===== config.mk =====
export PLATFORM = sky130hd
export DESIGN_NAME = tcw_seq
export DESIGN_NICKNAME = d
export VERILOG_FILES = /design/src/rtl/tcw_pkg.sv /design/src/rtl/tcw_seq.sv
export SDC_FILE = /design/constraint.sdc
export NUM_CORES = 1
export LEC_CHECK = 0
export BUFFER_PORTS_ARGS = -buffer_cell sky130_fd_sc_hd__clkbuf_2
export CAP_MARGIN = 0
export CORE_MARGIN = 10
export CORE_UTILIZATION = 27
export CTS_BUF_LIST = sky130_fd_sc_hd__clkbuf_16
export CTS_CLUSTER_DIAMETER = 200
export DETAILED_ROUTE_END_ITERATION = 8
export PLACE_DENSITY = 0.56
export SETUP_SLACK_MARGIN = 0.15
export SLEW_MARGIN = 20
export SYNTH_ARGS = -nofsm -noshare
export SYNTH_HDL_FRONTEND = slang
export SYNTH_SLANG_ARGS = --single-unit

===== constraint.sdc =====
create_clock -name clk -period 4.52 [get_ports clk]
set_input_delay 0.452 -clock clk [delete_from_list [all_inputs] [get_ports clk]]
set_output_delay 0.452 -clock clk [all_outputs]
set_load 0.01 [all_outputs]

===== src/rtl/tcw_pkg.sv =====
`timescale 1ns / 1ps
// tcw_pkg: shared types and constants of the text console writer.
// Used by the interfaces, the sequencer and the top level.
package tcw_pkg;

    localparam int MODE_W     = 2;
    localparam int CHAR_W     = 8;
    localparam int COL_W      = 7;
    localparam int ROW_W      = 5;
    localparam int LOC_W      = 11;
    localparam int CELL_W     = 16;
    localparam int COLOUR_W   = 8;

    localparam logic [CHAR_W-1:0]   CHAR_TAB        = 8'd9;
    localparam logic [CHAR_W-1:0]   CHAR_LF         = 8'd10;
    localparam logic [CHAR_W-1:0]   CHAR_CR         = 8'd13;
    localparam logic [CHAR_W-1:0]   CHAR_FIRST      = 8'd32;
    localparam logic [CHAR_W-1:0]   CHAR_LAST       = 8'd127;
    localparam logic [CHAR_W-1:0]   CHAR_BLANK      = 8'd32;
    localparam logic [COLOUR_W-1:0] COLOUR_RESET    = 8'd15;

    typedef enum logic [MODE_W-1:0] {
        MODE_WRITE = 2'd0,
        MODE_GOTO  = 2'd1,
        MODE_CLEAR = 2'd2,
        MODE_READ  = 2'd3
    } mode_t;

    typedef enum logic [3:0] {
        ST_INIT,
        ST_IDLE,
        ST_DECODE,
        ST_PLACE,
        ST_SCROLL,
        ST_BLANK,
        ST_CLEAR,
        ST_READ,
        ST_READ_DATA,
        ST_LOCATE,
        ST_FINISH
    } state_t;

    typedef struct packed {
        mode_t             mode;
        logic [CHAR_W-1:0] char_code;
        logic [COL_W-1:0]  col;
        logic [ROW_W-1:0]  row;
    } item_t;

    typedef struct packed {
        logic [COL_W-1:0]  cursor_col;
        logic [ROW_W-1:0]  cursor_row;
        logic [LOC_W-1:0]  cursor_location;
        logic [CELL_W-1:0] cell_value;
    } result_t;

endpackage


===== src/rtl/tcw_seq.sv =====
`timescale 1ns / 1ps
// tcw_seq: sequencer of the console with the shared address unit and cursor.
// Depends on tcw_pkg; drives the ports of one tcw_ram.
module tcw_seq #(
    parameter int COLUMNS  = 80,
    parameter int ROWS     = 25,
    parameter int TAB_STEP = 8,
    parameter int CELLS    = COLUMNS * ROWS,
    parameter int ADDR_W   = $clog2(CELLS)
) (
    input  logic                            clk,
    input  logic                            rst_n,
    input  logic                            item_accept,
    input  tcw_pkg::item_t                  item,
    input  logic [tcw_pkg::COLOUR_W-1:0]    colour,
    output logic                            idle,
    output logic                            res_valid,
    input  logic                            res_ready,
    output tcw_pkg::result_t                res,
    output logic                            mem_we,
    output logic [ADDR_W-1:0]               mem_waddr,
    output logic [tcw_pkg::CELL_W-1:0]      mem_wdata,
    output logic [ADDR_W-1:0]               mem_raddr,
    input  logic [tcw_pkg::CELL_W-1:0]      mem_rdata
);

    localparam logic [ADDR_W-1:0] LAST_CELL  = ADDR_W'(CELLS - 1);
    localparam logic [ADDR_W-1:0] SCROLL_END = ADDR_W'(CELLS - COLUMNS);

    tcw_pkg::state_t                state_reg, state_next;
    logic [ADDR_W-1:0]              idx_reg, idx_next;
    logic                           pend_valid_reg, pend_valid_next;
    logic [ADDR_W-1:0]              pend_addr_reg, pend_addr_next;
    tcw_pkg::item_t                 item_reg, item_next;
    logic [7:0]                     nx_reg, nx_next;
    logic [5:0]                     ny_reg, ny_next;
    logic [tcw_pkg::COL_W-1:0]      cur_x_reg, cur_x_next;
    logic [tcw_pkg::ROW_W-1:0]      cur_y_reg, cur_y_next;
    logic [ADDR_W-1:0]              loc_reg, loc_next;
    logic [tcw_pkg::CELL_W-1:0]     cell_reg, cell_next;

    logic [tcw_pkg::COL_W-1:0]      unit_x;
    logic [tcw_pkg::ROW_W-1:0]      unit_y;
    logic [ADDR_W-1:0]              unit_addr;
    logic                           printable;
    logic                           is_tab;
    logic                           is_lf;
    logic                           is_cr;
    logic                           pos_ok;
    logic                           wrap;
    logic [5:0]                     wrap_y;
    logic                           scroll;
    logic                           idx_last;
    logic [tcw_pkg::CELL_W-1:0]     blank;

    assign printable = (item_reg.char_code >= tcw_pkg::CHAR_FIRST)
                    && (item_reg.char_code <= tcw_pkg::CHAR_LAST);
    assign is_tab    = item_reg.char_code == tcw_pkg::CHAR_TAB;
    assign is_lf     = item_reg.char_code == tcw_pkg::CHAR_LF;
    assign is_cr     = item_reg.char_code == tcw_pkg::CHAR_CR;
    assign pos_ok    = ({1'b0, item_reg.col} < 8'(COLUMNS)) && ({1'b0, item_reg.row} < 6'(ROWS));
    assign wrap      = nx_reg >= 8'(COLUMNS);
    assign wrap_y    = wrap ? ny_reg + 6'd1 : ny_reg;
    assign scroll    = wrap_y >= 6'(ROWS);
    assign idx_last  = idx_reg == LAST_CELL;
    assign blank     = {colour, tcw_pkg::CHAR_BLANK};

    // Shared address unit: row * COLUMNS + column.
    assign unit_addr = ADDR_W'(unit_y) * ADDR_W'(COLUMNS) + ADDR_W'(unit_x);

    always_comb
    begin
        state_next = state_reg;
        unique case (state_reg)
            tcw_pkg::ST_INIT:
            begin
                if (idx_last)
                begin
                    state_next = tcw_pkg::ST_IDLE;
                end
            end
            tcw_pkg::ST_IDLE:
            begin
                if (item_accept)
                begin
                    state_next = tcw_pkg::ST_DECODE;
                end
            end
            tcw_pkg::ST_DECODE:
            begin
                unique case (item_reg.mode)
                    tcw_pkg::MODE_WRITE:
                        state_next = (printable || is_tab || is_lf || is_cr)
                                   ? tcw_pkg::ST_PLACE : tcw_pkg::ST_FINISH;
                    tcw_pkg::MODE_GOTO:
                        state_next = pos_ok ? tcw_pkg::ST_PLACE : tcw_pkg::ST_FINISH;
                    tcw_pkg::MODE_CLEAR:
                        state_next = tcw_pkg::ST_CLEAR;
                    tcw_pkg::MODE_READ:
                        state_next = pos_ok ? tcw_pkg::ST_READ : tcw_pkg::ST_FINISH;
                    default:
                        state_next = tcw_pkg::ST_FINISH;
                endcase
            end
            tcw_pkg::ST_PLACE:
                state_next = scroll ? tcw_pkg::ST_SCROLL : tcw_pkg::ST_LOCATE;
            tcw_pkg::ST_SCROLL:
            begin
                if (idx_reg == SCROLL_END)
                begin
                    state_next = tcw_pkg::ST_BLANK;
                end
            end
            tcw_pkg::ST_BLANK,
            tcw_pkg::ST_CLEAR:
            begin
                if (idx_last)
                begin
                    state_next = tcw_pkg::ST_LOCATE;
                end
            end
            tcw_pkg::ST_READ:
                state_next = tcw_pkg::ST_READ_DATA;
            tcw_pkg::ST_READ_DATA:
                state_next = tcw_pkg::ST_FINISH;
            tcw_pkg::ST_LOCATE:
                state_next = tcw_pkg::ST_FINISH;
            tcw_pkg::ST_FINISH:
            begin
                if (res_ready)
                begin
                    state_next = tcw_pkg::ST_IDLE;
                end
            end
            default:
                state_next = tcw_pkg::ST_IDLE;
        endcase
    end

    always_comb
    begin
        idx_next        = idx_reg;
        pend_valid_next = pend_valid_reg;
        pend_addr_next  = pend_addr_reg;
        item_next       = item_reg;
        nx_next         = nx_reg;
        ny_next         = ny_reg;
        cur_x_next      = cur_x_reg;
        cur_y_next      = cur_y_reg;
        loc_next        = loc_reg;
        cell_next       = cell_reg;
        unit_x          = cur_x_reg;
        unit_y          = cur_y_reg;
        mem_we          = 1'b0;
        mem_waddr       = idx_reg;
        mem_wdata       = blank;
        mem_raddr       = idx_reg;
        idle            = 1'b0;
        res_valid       = 1'b0;

        unique case (state_reg)
            tcw_pkg::ST_INIT:
            begin
                mem_we    = 1'b1;
                mem_wdata = '0;
                idx_next  = idx_reg + 1'b1;
            end
            tcw_pkg::ST_IDLE:
            begin
                idle = 1'b1;
                if (item_accept)
                begin
                    item_next = item;
                end
            end
            tcw_pkg::ST_DECODE:
            begin
                cell_next = '0;
                idx_next  = '0;
                nx_next   = {1'b0, cur_x_reg};
                ny_next   = {1'b0, cur_y_reg};
                unique case (item_reg.mode)
                    tcw_pkg::MODE_WRITE:
                    begin
                        if (printable)
                        begin
                            mem_we    = 1'b1;
                            mem_waddr = loc_reg;
                            mem_wdata = {colour, item_reg.char_code};
                            nx_next   = {1'b0, cur_x_reg} + 8'd1;
                        end
                        else if (is_tab)
                        begin
                            nx_next = {1'b0, cur_x_reg} + 8'(TAB_STEP);
                        end
                        else if (is_lf)
                        begin
                            nx_next = '0;
                            ny_next = {1'b0, cur_y_reg} + 6'd1;
                        end
                        else if (is_cr)
                        begin
                            nx_next = '0;
                        end
                    end
                    tcw_pkg::MODE_GOTO:
                    begin
                        nx_next = {1'b0, item_reg.col};
                        ny_next = {1'b0, item_reg.row};
                    end
                    default:
                    begin
                    end
                endcase
            end
            tcw_pkg::ST_PLACE:
            begin
                cur_x_next      = wrap ? '0 : nx_reg[tcw_pkg::COL_W-1:0];
                cur_y_next      = scroll ? tcw_pkg::ROW_W'(ROWS - 1)
                                         : wrap_y[tcw_pkg::ROW_W-1:0];
                idx_next        = '0;
                pend_valid_next = 1'b0;
            end
            tcw_pkg::ST_SCROLL:
            begin
                // Write back the cell read last cycle, then fetch the one below.
                if (pend_valid_reg)
                begin
                    mem_we    = 1'b1;
                    mem_waddr = pend_addr_reg;
                    mem_wdata = mem_rdata;
                end
                if (idx_reg != SCROLL_END)
                begin
                    mem_raddr       = idx_reg + ADDR_W'(COLUMNS);
                    pend_addr_next  = idx_reg;
                    pend_valid_next = 1'b1;
                    idx_next        = idx_reg + 1'b1;
                end
                else
                begin
                    pend_valid_next = 1'b0;
                end
            end
            tcw_pkg::ST_BLANK:
            begin
                mem_we   = 1'b1;
                idx_next = idx_reg + 1'b1;
            end
            tcw_pkg::ST_CLEAR:
            begin
                mem_we   = 1'b1;
                idx_next = idx_reg + 1'b1;
                if (idx_last)
                begin
                    cur_x_next = '0;
                    cur_y_next = '0;
                end
            end
            tcw_pkg::ST_READ:
            begin
                unit_x    = item_reg.col;
                unit_y    = item_reg.row;
                mem_raddr = unit_addr;
            end
            tcw_pkg::ST_READ_DATA:
                cell_next = mem_rdata;
            tcw_pkg::ST_LOCATE:
                loc_next = unit_addr;
            tcw_pkg::ST_FINISH:
                res_valid = 1'b1;
            default:
            begin
            end
        endcase
    end

    always_ff @(posedge clk or negedge rst_n)
    begin
        if (!rst_n)
        begin
            state_reg      <= tcw_pkg::ST_INIT;
            idx_reg        <= '0;
            pend_valid_reg <= 1'b0;
            pend_addr_reg  <= '0;
            item_reg       <= '0;
            nx_reg         <= '0;
            ny_reg         <= '0;
            cur_x_reg      <= '0;
            cur_y_reg      <= '0;
            loc_reg        <= '0;
            cell_reg       <= '0;
        end
        else
        begin
            state_reg      <= state_next;
            idx_reg        <= idx_next;
            pend_valid_reg <= pend_valid_next;
            pend_addr_reg  <= pend_addr_next;
            item_reg       <= item_next;
            nx_reg         <= nx_next;
            ny_reg         <= ny_next;
            cur_x_reg      <= cur_x_next;
            cur_y_reg      <= cur_y_next;
            loc_reg        <= loc_next;
            cell_reg       <= cell_next;
        end
    end

    assign res.cursor_col      = cur_x_reg;
    assign res.cursor_row      = cur_y_reg;
    assign res.cursor_location = tcw_pkg::LOC_W'(loc_reg);
    assign res.cell_value      = cell_reg;

endmodule


* After elaboration in Yosys (flattened, before gate mapping)
Cells that the tools add are included.
Word-level totals: flip-flop bits (word level) 102, bits in latches 0, RAM bits 0, memory bits (read-only) 0, word-level logic and storage cells 124, memories kept 0
Operators by class: $add $sub $neg 7, multipliers 1, div/mod/pow operators 0, magnitude comparators 6, eq/ne operators 26, shifts and indexed selects 0, muxes and demuxes 50, bitwise gates (word level) 0, reduce and logical (&&, ||, !) cells 20
Operator list (count):
- $mux 11 | 5
- $pmux 16 s3 | 1
- $pmux 11 s2 | 2
- $mux 4 | 9
- $pmux 4 s9 | 1
- $mux 7 | 5
- $pmux 11 s3 | 1
- $mux 8 | 4
- $pmux 16 s2 | 1
- $eq 8x4->1 const B | 3
- $mux 6 | 4
- $eq 11x11->1 const B | 2
- $eq 4x3->1 const B | 4
- $mux 16 | 1
- $pmux 4 s4 | 1
- $pmux 8 s2 | 1
- $mux 5 | 3
- $ne 2x2->1 const B | 7
- $pmux 7 s2 | 1
- $eq 4x4->1 const B | 3
- $pmux 6 s2 | 1
- $add 11x1->11 const B | 1
- $add 11x7->11 | 1
- $add 11x7->11 const B | 1
- other kinds (30) | 47

* Depth between registers and ports, before layout
word-level depth 8, depth in mapped cells 15, gate-level depth less buffers 12

* Least setup slack after synthesis
No wires, ideal clock.
path kind register -> output, start point register state_reg[3], end point output port mem_raddr[10], arrival 3.294 ns, required time 4.068 ns, setup slack 0.774 ns, cell stages (with the launch flop) 16, buffers on the path 3, cell sequence dfrtp_1 -> buf_6 -> nand2b_1 -> or2_2 -> clkbuf_1 -> clkbuf_1 -> nand2_1 -> nand2_1 -> ha_1 -> ha_1 -> fa_1 -> xor2_1 -> nand4_1 -> xor2_1 -> xnor2_1 -> o21ai_0
Between the ends: longest elaborated chain between the ends 5, elaborated cells between the ends (all ways) 7
RTL lines:
- start, declared | RTL line tcw_seq.sv:30 | tcw_pkg::state_t state_reg, state_next;
- start signal, assigned | RTL line tcw_seq.sv:282 | state_reg <= tcw_pkg::ST_INIT;
- start signal, assigned | RTL line tcw_seq.sv:296 | state_reg <= state_next;
- $eq 4x3->1 | RTL line tcw_seq.sv:161 | unique case (state_reg)
- $mux 5 | RTL line tcw_seq.sv:161
- $mul 5x3->7 | RTL line tcw_seq.sv:69 | assign unit_addr = ADDR_W'(unit_y) * ADDR_W'(COLUMNS) + ADDR_W'(unit_x);
- $add 11x7->11 | RTL line tcw_seq.sv:69
- $pmux 11 s2 (*) | RTL line tcw_seq.sv:161
- end, declared | RTL line tcw_seq.sv:23 | output logic [ADDR_W-1:0] mem_raddr,
Every way passes the cells marked *; elsewhere a longest branch is shown, timed or not.

* Worst setup path after layout
Same ends and word-level chain as after synthesis.

==> metrics.md <==
| Metric | Value |
|---|---|
| Setup WS pre-CTS | between 700 and 800 ps |
| Setup tns final | 0 ps |
| Maxcap violations | 0 |
| First-pass GRT wire length | between 30 and 40 mm |
| Slowest Stage Delay on Critical Path | 450 ps |
| Synthesized area | approximately 6300 um2 |
| Post CTS Setup Buffer Count | 0 |
| DIE HEIGHT | 173 um |
| WP data required | approximately 4100 ps |
| Crit Path Class | register to output port |
| Worst-Skew Late Latency | 370 ps |
| TritonCTS Buffers | 9 |
| Clock root cell | clkbuf_16 |
| ANT nets after route | 0 |
| Clock transition at path regs | about 80 ps |
| Die ar. | 29800 um2 |
| Fin crit share | 0.919 |
| Reg-to-reg endpoint | loc_reg[10]$_DFFE_PN0N_ |
| Worst hold path type | input port to async pin |
| Post-DP HPWL | around 16 mm |
| Final-report max-slew violation count | 0 |
| Status | complete, no violations |
| Fin crit period | between 4000 and 5000 ps |
| Die W | about 170 um |
| Hold Fails Final Rpt | 0 |
| Count of final setup violators | 0 |
| Worst-path cell chain | nand2b_1, or2_2, nand2_1, nand2_1, ha_1, ha_1, fa_1, xor2_1, nand4_1, xor2_1, xnor2_1, o21ai_1, clkbuf_2 |
| Reg2reg path depth | 12 |
| Initial core utilization | 0.276 |
| Initial antenna violation count | 0 |
| Placer Congestion | between 0.8 and 0.9 |
| Worst VDD drop | slightly above 0.0002 V |
| R2r startpoint | state_reg[3]$_DFFE_PN0P_ |
| Setup WS post-layout | about 370 ps |
| Core Footprint | about 23000 um2 |
| CP startpoint kind | register |
| Seq/Total Area, Yosys | 0.406 |
| F_max | 241 MHz |
| Post-Route WL | roughly 21 mm |
| Routed wire per std cell | between 15 and 20 um |
| Critical path's slowest cell | or2_2 |
| Yosys warns | 0 |
| Drt pass-1 iters | 5 |
| CTS Sinks | approximately 100 |
| Synth cell types | 74 |
| Leakage | around 3.4 nW |
| Row count | 55 |
| Area grow syn2layout | 19.7% |
| Number of I/O pins | 130 |
| EDFF count, synth | 0 |
| Share of flip-flops with an asynchronous set or reset | 1.00 |
| Synth Flop Type | dfrtp_1 |
| Mapped Cells | around 680 |
| Critical Path Fanout Max | 16 |
| Tightest Pin Transition | about 1100 ps |
| CTS Buffer Depth | 2 |
| Fillcell total | approximately 2400 |
| Reg-to-reg slack, setup | 1360 ps |
| # DRC | 0 |
| CTS tree | built |
| Number of flip-flops in the largest register | 22 |
| Mean Syn Cell Area | 9.23 um2 |
| N_diodes | 0 |
| Routed via count | slightly below 6000 |
| Largest net degree at the start of global routing | between 60 and 70 |
| Port Buf Inserts | ~130 |
| RSZ-0062 raised after global routing | false |
| Share of layout cells above drive strength 1 | 0.253 |
| CP endpoint kind | output port |
| Relative max-transition margin | 0.289 |
| Global router's overall resource usage | 0.141 |
| Critical Path AT | between 3000 and 4000 ps |
| H-Tree Depth | 3 |
| Final global-route overflow total | 0 |
| Register bit count reported by yosys | 102 |
| Vias per inst | around 5.3 |
| Clock Skews | 15.7 ps |
| Vias in the first global route | 5577 |
| Pwr per Cell Area | ~630 nW/um2 |
| Syn Nets | 750 |
| Fin nets | approximately 860 |
| Iter 0 DRT Violations | around 440 |
==> report_power, final <==
| group | leakage, nW | internal (W) | switching, W |
|---|---|---|---|
| sequential | 1.32 | 0.00125 | 0.000477 |
| combinational | 1.98 | 0.000921 | 0.00128 |
| clock | 0.144 | 0.000393 | 0.000412 |
==> cells in the mapped netlist, types with 14 or more instances <==
library cell | instances | share of area
ha_1 | 17 | 0.034
o21ai_0 | 40 | 0.032
inv_1 | 15 | 0.0090
nor2_1 | 36 | 0.021
dfrtp_1 | 102 | 0.41
a21oi_1 | 28 | 0.022
mux2_2 | 23 | 0.041
buf_2 | 14 | 0.011
clkbuf_1 | 23 | 0.014
nand2_1 | 100 | 0.060
a22o_1 | 38 | 0.053
nand3_1 | 24 | 0.019
==> cell type report <==
class | instances | area, um2 | area share
clock buffer | 9 | 225 | 0.0299
clock inverter | 7 | 77.6 | 0.0103
inverter | 15 | 56.3 | 0.00748
multi-input combinational | 519 | 3480 | 0.462
sequential | 102 | 2550 | 0.339
tap | 313 | 392 | 0.0520
timing repair buffer | 142 | 746 | 0.0991
==> routing by layer <==
metal	global-route usage	up-vias	routed length [um]
met1	0.186	2872	9770
met2	0.224	218	9950
met4	0.0243	0	133
met3	0.0414	14	1560
li1	-	2779	-
met5	0	-	0
==> critical path: cells and delay by family, from the launching register on <==
family,cells,cell delay [ps]
flip-flops,1,370
adder cells (fa/ha/maj),3,940
AND/OR/NAND/NOR,5,1000
AO/OA/AOI/OAI,1,270
XOR/XNOR,3,560
buffers and inverters,1,200
==> kinds of logic (layout without fill, tap and decap cells) <==
logic type,after synthesis,in the layout,synth area share
compound gates,219,219,0.248
xor+xnor,17,17,0.0237
fa+ha+maj,19,19,0.0402
buf+inv,60,173,0.0424
flops,102,102,0.406
mux,26,26,0.0460
simple gates,238,238,0.193
==> how the worst max path moves through the flow <==
| stage | from | end | depth (start not counted) |
|---|---|---|---|
| final | state_reg[3]$_DFFE_PN0P_ | mem_raddr[10] | 13 |
| after global routing | state_reg[3]$_DFFE_PN0P_ | mem_raddr[10] | 13 |
| after CTS | state_reg[3]$_DFFE_PN0P_ | mem_raddr[10] | 13 |
| after detailed placement | state_reg[3]$_DFFE_PN0P_ | mem_raddr[10] | 13 |
| after global placement | state_reg[3]$_DFFE_PN0P_ | mem_raddr[10] | 13 |
| after floorplan | state_reg[3]$_DFFE_PN0P_ | mem_raddr[10] | 15 |
==> timing repair <==
item | 4_1_cts | 5_1_grt
setup endpoints to repair | 0 | 1
gates resized for setup | 0 | 1
hold buffers | 0 | 0
==> cells in the final DEF (no fill, tap or decap), types with 6 or more instances in the layout <==
master / n
a21o_1: 8
a21oi_1: 28
a221oi_1: 6
a22o_1: 38
a22oi_1: 13
a31oi_1: 12
and3_1: 9
buf_4: 14
clkbuf_16: 9
clkbuf_2: 128
dfrtp_1: 102
ha_1: 17
inv_1: 15
mux2_2: 23
nand2_1: 100
nand2b_1: 9
nand3_1: 24
nand4_1: 7
nor2_1: 35
nor3_1: 6
o211ai_1: 7
o21ai_0: 39
o31ai_1: 13
or3_1: 7
xnor2_1: 7
xor2_1: 10
==> metrics by stage <==
step	instances	total power, W	hold slack [ps]	utilization	instance area (um2)
floorplan	681	0.00310	156	-	6290
global placement	1091	0.00391	463	0.317	7220
detailed placement	1091	0.00393	470	0.317	7220
CTS	1107	0.00475	224	0.330	7520
global route	1107	0.00510	253	0.330	7520
finish	1107	0.00474	187	0.330	7520
Note: power is estimated with default switching activity, not from simulation.
